<file path="src/xtea_pkg.sv">
// Shared types, constants and round functions for the XTEA block cipher.
`timescale 1ns / 1ps

package xtea_pkg;

  localparam int WORD_W = 32;
  localparam int KEY_WORDS = 4;
  localparam int CFG_ADDR_W = 4;
  localparam int CFG_DATA_W = 32;

  localparam logic [WORD_W-1:0] DELTA = 32'h9E37_79B9;

  localparam logic OP_ENCRYPT = 1'b0;
  localparam logic OP_DECRYPT = 1'b1;

  // Register indexes, taken from paddr[3:2].
  localparam logic [1:0] KEY_WORD_0_IDX = 2'd0;
  localparam logic [1:0] KEY_WORD_1_IDX = 2'd1;
  localparam logic [1:0] KEY_WORD_2_IDX = 2'd2;
  localparam logic [1:0] KEY_WORD_3_IDX = 2'd3;

  typedef logic [KEY_WORDS-1:0][WORD_W-1:0] xtea_key_t;

  typedef struct packed {
    logic              op;
    logic [WORD_W-1:0] v0;
    logic [WORD_W-1:0] v1;
  } xtea_item_t;

  // DELTA times n, modulo 2^32; only ever called on elaboration constants.
  function automatic logic [WORD_W-1:0] delta_mult(input int unsigned n);
    logic [63:0] prod;
    prod = 64'(DELTA) * 64'(n);
    return prod[WORD_W-1:0];
  endfunction

  // The XTEA mixing term, with the sum and key word already added.
  function automatic logic [WORD_W-1:0] xt_mix(input logic [WORD_W-1:0] v,
                                               input logic [WORD_W-1:0] sum_key);
    logic [WORD_W-1:0] f;
    f = ((v << 4) ^ (v >> 5)) + v;
    return f ^ sum_key;
  endfunction

endpackage

</file>
<file path="src/xtea_stage.sv">
// One registered half-round of XTEA, serving both encryption and decryption.
`timescale 1ns / 1ps

module xtea_stage #(
  parameter int ROUND_COUNT = 32,
  parameter int STAGE = 0
) (
  input  logic                   clk,
  input  logic                   rst,
  input  logic                   en,
  input  logic                   in_valid,
  input  xtea_pkg::xtea_item_t   in_item,
  input  xtea_pkg::xtea_key_t    key,
  output logic                   valid,
  output xtea_pkg::xtea_item_t   item
);

  localparam int ROUND = STAGE / 2;
  localparam bit FIRST_HALF = (STAGE % 2) == 0;
  localparam int unsigned ENC_STEPS = ROUND + (FIRST_HALF ? 0 : 1);
  localparam int unsigned DEC_STEPS = ROUND_COUNT - ROUND - (FIRST_HALF ? 0 : 1);
  localparam logic [31:0] ENC_SUM = xtea_pkg::delta_mult(ENC_STEPS);
  localparam logic [31:0] DEC_SUM = xtea_pkg::delta_mult(DEC_STEPS);
  // The first half of an encryption round keys from the low sum bits, the
  // second from bits 12:11; decryption walks the same schedule backwards.
  localparam logic [1:0] ENC_IDX = FIRST_HALF ? ENC_SUM[1:0] : ENC_SUM[12:11];
  localparam logic [1:0] DEC_IDX = FIRST_HALF ? DEC_SUM[12:11] : DEC_SUM[1:0];

  logic                 upd_v0;
  logic [31:0]          src_word;
  logic [31:0]          dst_word;
  logic [31:0]          sum_key;
  logic [31:0]          mixed;
  logic [31:0]          result;
  xtea_pkg::xtea_item_t item_next;

  always_comb begin
    upd_v0 = (in_item.op == xtea_pkg::OP_ENCRYPT) == FIRST_HALF;
    src_word = upd_v0 ? in_item.v1 : in_item.v0;
    dst_word = upd_v0 ? in_item.v0 : in_item.v1;
    if (in_item.op == xtea_pkg::OP_DECRYPT) begin
      sum_key = DEC_SUM + key[DEC_IDX];
    end else begin
      sum_key = ENC_SUM + key[ENC_IDX];
    end
    mixed = xtea_pkg::xt_mix(src_word, sum_key);
    result = (in_item.op == xtea_pkg::OP_DECRYPT) ? dst_word - mixed : dst_word + mixed;
    item_next = in_item;
    if (upd_v0) begin
      item_next.v0 = result;
    end else begin
      item_next.v1 = result;
    end
  end

  always_ff @(posedge clk) begin
    if (rst) begin
      valid <= 1'b0;
    end else if (en) begin
      valid <= in_valid;
    end
  end

  always_ff @(posedge clk) begin
    if (en) begin
      item <= item_next;
    end
  end

endmodule

</file>
<file path="config.mk">
export PLATFORM = sky130hd
export DESIGN_NAME = xtea_stage
export DESIGN_NICKNAME = d
export VERILOG_FILES = /design/src/xtea_pkg.sv /design/src/xtea_stage.sv
export SDC_FILE = /design/constraint.sdc
export NUM_CORES = 1
export LEC_CHECK = 0
export ABC_CLOCK_PERIOD_IN_PS = 8700
export BUFFER_PORTS_ARGS = -buffer_cell sky130_fd_sc_hd__buf_2
export CORE_MARGIN = 8
export CORE_UTILIZATION = 40
export DETAILED_ROUTE_END_ITERATION = 12
export GPL_TIMING_DRIVEN = 0
export SLEW_MARGIN = 5
export SYNTH_ARGS = -nofsm -noshare
export SYNTH_HDL_FRONTEND = slang
export SYNTH_SLANG_ARGS = --single-unit
</file>
<file path="constraint.sdc">
create_clock -name clk -period 8.7 [get_ports clk]
set_input_delay 0 -clock clk [delete_from_list [all_inputs] [get_ports clk]]
set_output_delay 0 -clock clk [all_outputs]
set_load 0.01 [all_outputs]
</file>
# Word level (Yosys, flattened, before mapping)

Cells that the tools add are included.

$add $sub $neg: 4
Multiply operators: 0
Div/mod/pow operators: 0
Order comparisons: 0
Equality and inequality tests: 0
Shift-type cells: 0
Mux-type cells: 6
Bitwise operators: 2
Reductions and logical operators: 0

Operators by type and width:

| kind                               | count |
|---|---|
| two-way mux 32 bit                 | 6 |
| adder 32 bit                       | 2 |
| adder 32 bit, first input constant | 1 |
| subtractor 32 bit                  | 1 |
| XOR 32 x 27 -> 32 bit              | 1 |
| XOR 32 bit                         | 1 |

Register bits after elaboration: 66
Latch bits: 0
Memory bits (writable): 0
ROM bits: 0
Input port bits: 197
Output and inout bits: 66
Logic and storage cells: 16
Memories: 0

# Logic depth before layout (Yosys ltp)

Gate-level depths: netlist of run 1.

Word-level depth: 7
Depth in mapped cells: 36
Gate-level depth less buffers: 26

# Worst setup path before layout of run 1

OpenSTA, ideal clock, no wires.

Path kind: input-to-reg
Start point: input port in_item[64] in the netlist's numbering
End point: register item[63] in the netlist's numbering, data pin
Setup time: 0.165 ns
Arrival: 7.069 ns
Data required time: 8.535 ns
Path slack: 1.467 ns
Cell stages on the path: 34
Path buffers: 10
Cell sequence: buf_6 buf_2 buf_4 buf_4 buf_2 buf_1 buf_2 buf_1 clkbuf_1 a21oi_1 xnor2_1 ha_1 and3_1 a221o_1 a41oi_2 o21ai_2 a311oi_1 xnor2_1 nor4b_4 a21oi_1 xor2_1 ha_1 clkbuf_1 nand4_1 nor2_1 and3_1 or4_1 o2111ai_1 nand3_1 a21boi_1 o41ai_1 xnor2_1 and3b_1 o31ai_2

RTL lines:

| element                | RTL line         | RTL |
|---|---|---|
| start: declaration     | xtea_stage.sv:12 | `input xtea_pkg::xtea_item_t in_item,` |
| end signal: assignment | xtea_stage.sv:66 | `item <= item_next;` |
| end: declaration       | xtea_stage.sv:15 | `output xtea_pkg::xtea_item_t item` |

==> impl_metrics.tcl, run 1 <==
set metrics [dict create \
    outcome "completed" \
    wl_met3_mm 2.11 \
    antenna_found_initial 1 \
    grt_pass1_wl_mm 43.2 \
    dr.pass1.iters 5 \
    clock_skew_ns 0 \
    highest_layer "met4" \
    whs_ns 0.00616 \
    grt_pass1_vias 8202 \
    cpPeakStageDelay_ns 0.61 \
    swShare_pct 46.1 \
    hold_viol_final 0 \
    setup_viol 0 \
    p_clk_share_pct 12.4 \
    syn_avg_cell_area_um2 8.46 \
    synthTopCellsByCount "xnor2_1, a21oi_1, nand2_1, nor2_1" \
    min_period_over_period_pct 90.9 \
    arrival_ns 8.05 \
    die_area_um2 27200 \
    irDropWorstVdd_mv 0.115 \
    area_delta_synth_final_pct 19.8 \
    io_pins 263 \
    rsz0062_at_grt "no" \
    synthArstFlopShare_pct 0 \
    power_frac_comb_pct 68.1 \
    io_buffer_count 195 \
    period_minus_slack_ns 7.91 \
    synthDominantCellAreaShare_pct 22.0 \
    internal_power_w 0.00145 \
    track_usage_pct 20.0 \
    cts-root-buf "clkbuf_16" \
    synthTopCellsByArea "edfxtp_1, xnor2_1, ha_1, a21oi_1, xor2_1" \
    path_depth 33 \
    synth-edff-count 65 \
    ys_ff_latch 66 \
    core_um2 21800 \
    startpoint_type "input port" \
    h-tree-depth 3 \
    via_per_inst 5.48 \
    critPathMaxFanout 28 \
    r2r_cells 3 \
    p_seq_share_pct 19.6 \
    syn_nets 1314 \
    initialDrtViolationCount 535 \
    maxCapViolCount 0 \
    drcViolationCount 0 \
    worst_path_max_delay_cell "or4_1" \
    routedLengthMet1_mm 13.5 \
    required_ns 8.85 \
    hold_class "in2reg" \
    initial_core_util_pct 40.7 \
    grt.overflow.total 0 \
    p_per_area_nw_per_um2 254 \
    maxSlewViolCount 0 \
    netlist_area_um2 8880 \
    vias 8485 \
    r2r-start "valid" \
    post_cts_buffers 0 \
    synthFlopType "edfxtp_1" \
    holdCritStartpoint "in_item[37]" \
    wl_met2_mm 12.4 \
    row_count 54 \
    crit_path_end_kind "flip-flop" \
    final_nets 1527 \
    cts_tree "done" \
    total_power_w 0.00270 \
    rr_endpoint "valid" \
    cts_sinks 66 \
    crit_type "in2reg" \
    critPathBufInv 8 \
    clockBufferDepth 2 \
    cts-buffers-inserted 9 \
    fp.dieW_um 165 \
    drive_gt1_share_pct 23.6 \
    ff2ff_setup_slack_ns 7.57 \
    crit_top_cell "buf_2" \
    ys_seq_area_share_pct 22.2 \
    fmax_ghz 0.126 \
    hold_depth 3 \
    switching_power_w 0.00124 \
    yosysUniqueCellTypes 91 \
    grt_max_degree 67 \
    place_congestion 0.946 \
    synthesis.instances 1050 \
    wl_per_cell_um 18.3 \
    drtAntennaViolNets 0 \
    worstMarginPinSlew_ns 0.834 \
    yosysMostFrequentCell "xnor2_1" \
    yosys_warnings 0 \
    die_h_um 165 \
    power.leakage_nw 4.52 \
    yosysTopAreaCell "edfxtp_1" \
    dp_hpwl_mm 23.9 \
    routed_wl_mm 28.4 \
    relSlewSlack_pct 43.8 \
    critPathTopFamily "simple AND/OR/NAND/NOR gates" \
    cts.clk_slew.worst_paths_ns 0.06 \
    clkLatencyLatePin_ns 0.33 \
    min_to "item[37]" \
]
[cell type report]
cell class | count | area, um2
Sequential cell | 66 | 1970
Clock buffer | 11 | 243
Multi-Input combinational cell | 902 | 6650
Fill cell | 2182 | 11200
Timing Repair Buffer | 204 | 1070
Antenna cell | 1 | 2.50
Inverter | 43 | 161
Clock inverter | 5 | 30.0
Buffer | 37 | 166
Tap cell | 280 | 350
[flip-flops by register name, summed over array words and instances, names as in the netlist]
| signal | cells |
|---|---|
| valid | 1 |
| item | 65 |
[worst reg2reg max path: cells and delay by family (launching register included)]
family | cells | cell delay (ns)
buffers and inverters | 1 | 0.54
muxes | 1 | 0.12
and+or+nand+nor | 1 | 0.05
DFF | 1 | 0.31
[cells in the final DEF, fill, tap and decap left out, types with 7 or more instances in the layout]
cell type      count
buf_2            200
nand3_1           23
o21a_1            12
inv_1             42
mux2i_1           16
clkbuf_16          9
a21o_1            24
and3_1             9
xor2_1            48
nand2_1           83
dlygate4sd3_1      9
o21bai_1          31
o21ai_0           64
clkbuf_1          19
nor3_1            22
a21oi_2            7
xnor2_1           95
nor2b_1           30
edfxtp_1          65
nand2b_1          18
a31oi_1           15
a21oi_1           80
ha_1              65
nor3b_1            7
mux2_2            34
nor2_1            73
or3_1              8
a21boi_0           7
o41ai_1            7
[what timing repair did]
item | CTS | global route
hold buffers | 9 | 0
endpoints found under the setup margin | 5 | 18
cloned | 0 | 0
pin swaps | 0 | 0
resized for setup | 4 | 16
hold endpoints to repair | 8 | 0
[metrics by stage]
step                      utilization, %  worst slack [ns]  cells  setup TNS [ns]  cell area (um2)
after global routing                48.8             0.199   1549               0            10600
after floorplan                        -              1.47   1050               0             8880
final                               48.8             0.793   1549               0            10600
after global placement              46.8            -0.644   1525           -4.69            10200
after detailed placement            46.8            -0.672   1525           -4.72            10200
after CTS                           48.5            0.0704   1550               0            10600
[power groups by stage]
stage / Combinational (W) / Clock, W / Sequential, W
global route: 0.00203 / 0.000347 / 0.000540
global placement: 0.00178 / 0 / 0.000533
detailed placement: 0.00180 / 0 / 0.000536
floorplan: 0.00127 / 0 / 0.000598
finish: 0.00184 / 0.000334 / 0.000528
CTS: 0.00181 / 0.000339 / 0.000530
[cell families after synthesis]
| logic type | after synthesis | synth area share (%) |
|---|---|---|
| xor+xnor | 149 | 15.2 |
| flops | 66 | 22.2 |
| fa+ha+maj | 68 | 9.72 |
| simple gates | 315 | 19.0 |
| mux | 51 | 6.37 |
| compound gates | 319 | 23.9 |
| buf+inv | 82 | 3.71 |
[metal layers]
| layer | up-vias | global-route usage (%) |
|---|---|---|
| met5 | - | 0 |
| met4 | 0 | 4.55 |
| met3 | 17 | 2.59 |
| met2 | 294 | 31.4 |
| met1 | 3865 | 28.6 |
| li1 | 4309 | - |
[worst max-delay path by stage]
stage / start / endpoint / slack [ns]
4_1_cts: in_item[64] / item[63] / 0.07
3_3_place_gp: in_item[64] / item[63] / -0.64
3_5_place_dp: in_item[64] / item[63] / -0.67
2_1_floorplan: in_item[64] / item[63] / 1.47
6_report: in_item[64] / item[63] / 0.79
5_1_grt: in_item[64] / item[63] / 0.20
No activity file was read; power rests on OpenSTA's default activity.
==> run 2: changes to the inputs <==
--- a/config.mk
+++ b/config.mk
@@ -5,10 +5,10 @@
 export SDC_FILE = /design/constraint.sdc
 export NUM_CORES = 1
 export LEC_CHECK = 0
-export ABC_CLOCK_PERIOD_IN_PS = 8700
 export BUFFER_PORTS_ARGS = -buffer_cell sky130_fd_sc_hd__buf_2
 export CORE_MARGIN = 8
 export CORE_UTILIZATION = 40
+export CTS_BUF_LIST = sky130_fd_sc_hd__clkbuf_4
 export DETAILED_ROUTE_END_ITERATION = 12
 export GPL_TIMING_DRIVEN = 0
 export SLEW_MARGIN = 5
==> run 2 against run 1 <==
Effect of this change:
- utilization increased by 0.75 points
- non-clock buffer count increased by 35
- worst hold slack improved by 0.0077 ns
- routed wire length up 1.2%
- clock power fell by 47%
- setup slack got worse by 0.15 ns
- fmax decreased by 1.9%
- critical endpoint unchanged
- largest power group unchanged
==> impl_metrics.tcl, run 2 (same netlist as run 1, synthesis figures left out) <==
set metrics [dict create \
    outcome "completed" \
    largest-register "item" \
    dp_hpwl_mm 23.9 \
    rsz0062_at_grt "no" \
    p_clk_share_pct 7.0 \
    worstMarginPinSlew_ns 0.812 \
    r2r-start "valid" \
    period_minus_slack_ns 8.06 \
    crit_type "in2reg" \
    whs_ns 0.0139 \
    clock_skew_ns 0 \
    track_usage_pct 20.3 \
    min_period_over_period_pct 92.6 \
    arrival_ns 8.31 \
    irDropWorstVdd_mv 0.0804 \
    post_cts_buffers 0 \
    cts_sinks 66 \
    layout_common_cells "buf_2, xnor2_1, nand2_1" \
    crit_top_cell "buf_2" \
    initialDrtViolationCount 563 \
    drive_gt1_share_pct 22.8 \
    fmax_ghz 0.124 \
    fp.dieW_um 165 \
    startpoint_type "input port" \
    hold_class "in2reg" \
    vias 8649 \
    p_seq_share_pct 20.6 \
    io_pins 263 \
    swShare_pct 48.2 \
    maxSlewViolCount 0 \
    holdCritStartpoint "in_item[5]" \
    final_nets 1562 \
    critPathMaxFanout 19 \
    final_common_cell "buf_2" \
    clkLatencyLatePin_ns 0.42 \
    setup_viol 0 \
    postPlaceCellArea_um2 10200 \
    cts_tree "done" \
    antenna_found_initial 1 \
    cts-root-buf "clkbuf_4" \
    initial_core_util_pct 40.7 \
    fin_area_um2 10800 \
    ff2ff_setup_slack_ns 7.56 \
    io_buffer_count 195 \
    dr.pass1.iters 5 \
    hold_depth 3 \
    rr_endpoint "valid" \
    die_h_um 165 \
    routed_wl_mm 28.7 \
    cts-buffers-inserted 9 \
    power.leakage_nw 4.59 \
    required_ns 8.95 \
    place_congestion 0.946 \
    clockBufferDepth 2 \
    r2r_cells 3 \
    largest_reg_flops 65 \
    h-tree-depth 3 \
    drtAntennaViolNets 0 \
    internal_power_w 0.00132 \
    core_um2 21800 \
    p_per_area_nw_per_um2 236 \
    power_frac_comb_pct 72.4 \
    reg_top3 "item x65, valid x1" \
    cts.clk_slew.worst_paths_ns 0.13 \
    grt_pass1_wl_mm 43.9 \
    area_delta_synth_final_pct 21.6 \
    grt.overflow.total 0 \
    maxCapViolCount 0 \
    switching_power_w 0.00123 \
    nFillCells 2169 \
    cpPeakStageDelay_ns 0.51 \
    hold_viol_final 0 \
    row_count 54 \
    total_power_w 0.00255 \
    worst_path_max_delay_cell "o41ai_1" \
    drcViolationCount 0 \
    crit_path_end_kind "flip-flop" \
    min_to "item[5]" \
    grt_pass1_vias 8376 \
    via_per_inst 5.46 \
    relSlewSlack_pct 45.8 \
    die_area_um2 27200 \
    wl_per_cell_um 18.1 \
    grt_max_degree 67 \
]
run 2: cell count changes in the layout (fill, tap and decap cells not counted), sizes merged:
cell | before | now
clkinv | 3 | 4
dlygate4sd3 | 9 | 43
buf | 210 | 211
clkbuf | 33 | 32
run 2: how the worst max path moves through the flow:
stage                      startpoint       end  slack [ns]  depth (start not counted)
after detailed placement  in_item[64]  item[63]       -0.67                         35
after global placement    in_item[64]  item[63]       -0.64                         35
after CTS                 in_item[64]  item[63]        0.02                         36
after floorplan           in_item[64]  item[63]        1.47                         34
final                     in_item[64]  item[63]        0.64                         35
after global routing      in_item[64]  item[63]        0.01                         35
run 2: final cells by class:
cell class | instances | area [um2] | share of cell area (%)
flip-flops and latches | 66 | 1970 | 18.3
plain buffers | 38 | 171 | 1.59
repair buffers | 238 | 1410 | 13.0
diodes | 1 | 2.50 | 0.0232
well taps | 280 | 350 | 3.24
clock buffers | 10 | 75.1 | 0.695
inverters | 43 | 161 | 1.49
multi-input cells | 902 | 6630 | 61.4
clock inverters | 6 | 33.8 | 0.313
run 2: critical path: cells and delay by family:
kind,cells,cell delay [ns]
AND/OR/NAND/NOR,11,2.38
adder cells (fa/ha/maj),3,0.78
buffers and inverters,10,2.68
AO/OA/AOI/OAI,8,1.62
XOR/XNOR,3,0.84
run 2: power groups by stage:
stage | Clock, W | Sequential [W] | Combinational, W
2_1_floorplan | 0 | 0.000598 | 0.00127
3_3_place_gp | 0 | 0.000533 | 0.00178
3_5_place_dp | 0 | 0.000536 | 0.00180
4_1_cts | 0.000181 | 0.000528 | 0.00182
5_1_grt | 0.000190 | 0.000538 | 0.00204
6_report | 0.000178 | 0.000526 | 0.00185
run 2: timing repair:
item,CTS,global route
endpoints found under the setup margin,4,18
hold endpoints to repair,42,0
hold buffers,43,0
resized for setup,2,16
run 2: routing by layer:
metal / vias up / share of wire, % / global-route usage [%]
met4: 0 / 1.4 / 4.26
li1: 4367 / - / -
met5: - / 0 / 0
met3: 25 / 7.2 / 2.99
met2: 295 / 44 / 32.1
met1: 3962 / 48 / 28.7
run 2: stage by stage:
stage          instances  TNS (ns)  setup slack [ns]  utilization, %
2_1_floorplan       1050         0              1.47               -
3_3_place_gp        1525     -4.69            -0.644            46.8
3_5_place_dp        1525     -4.72            -0.672            46.8
4_1_cts             1584         0            0.0222            49.3
5_1_grt             1584         0            0.0102            49.5
6_report            1584         0             0.640            49.5
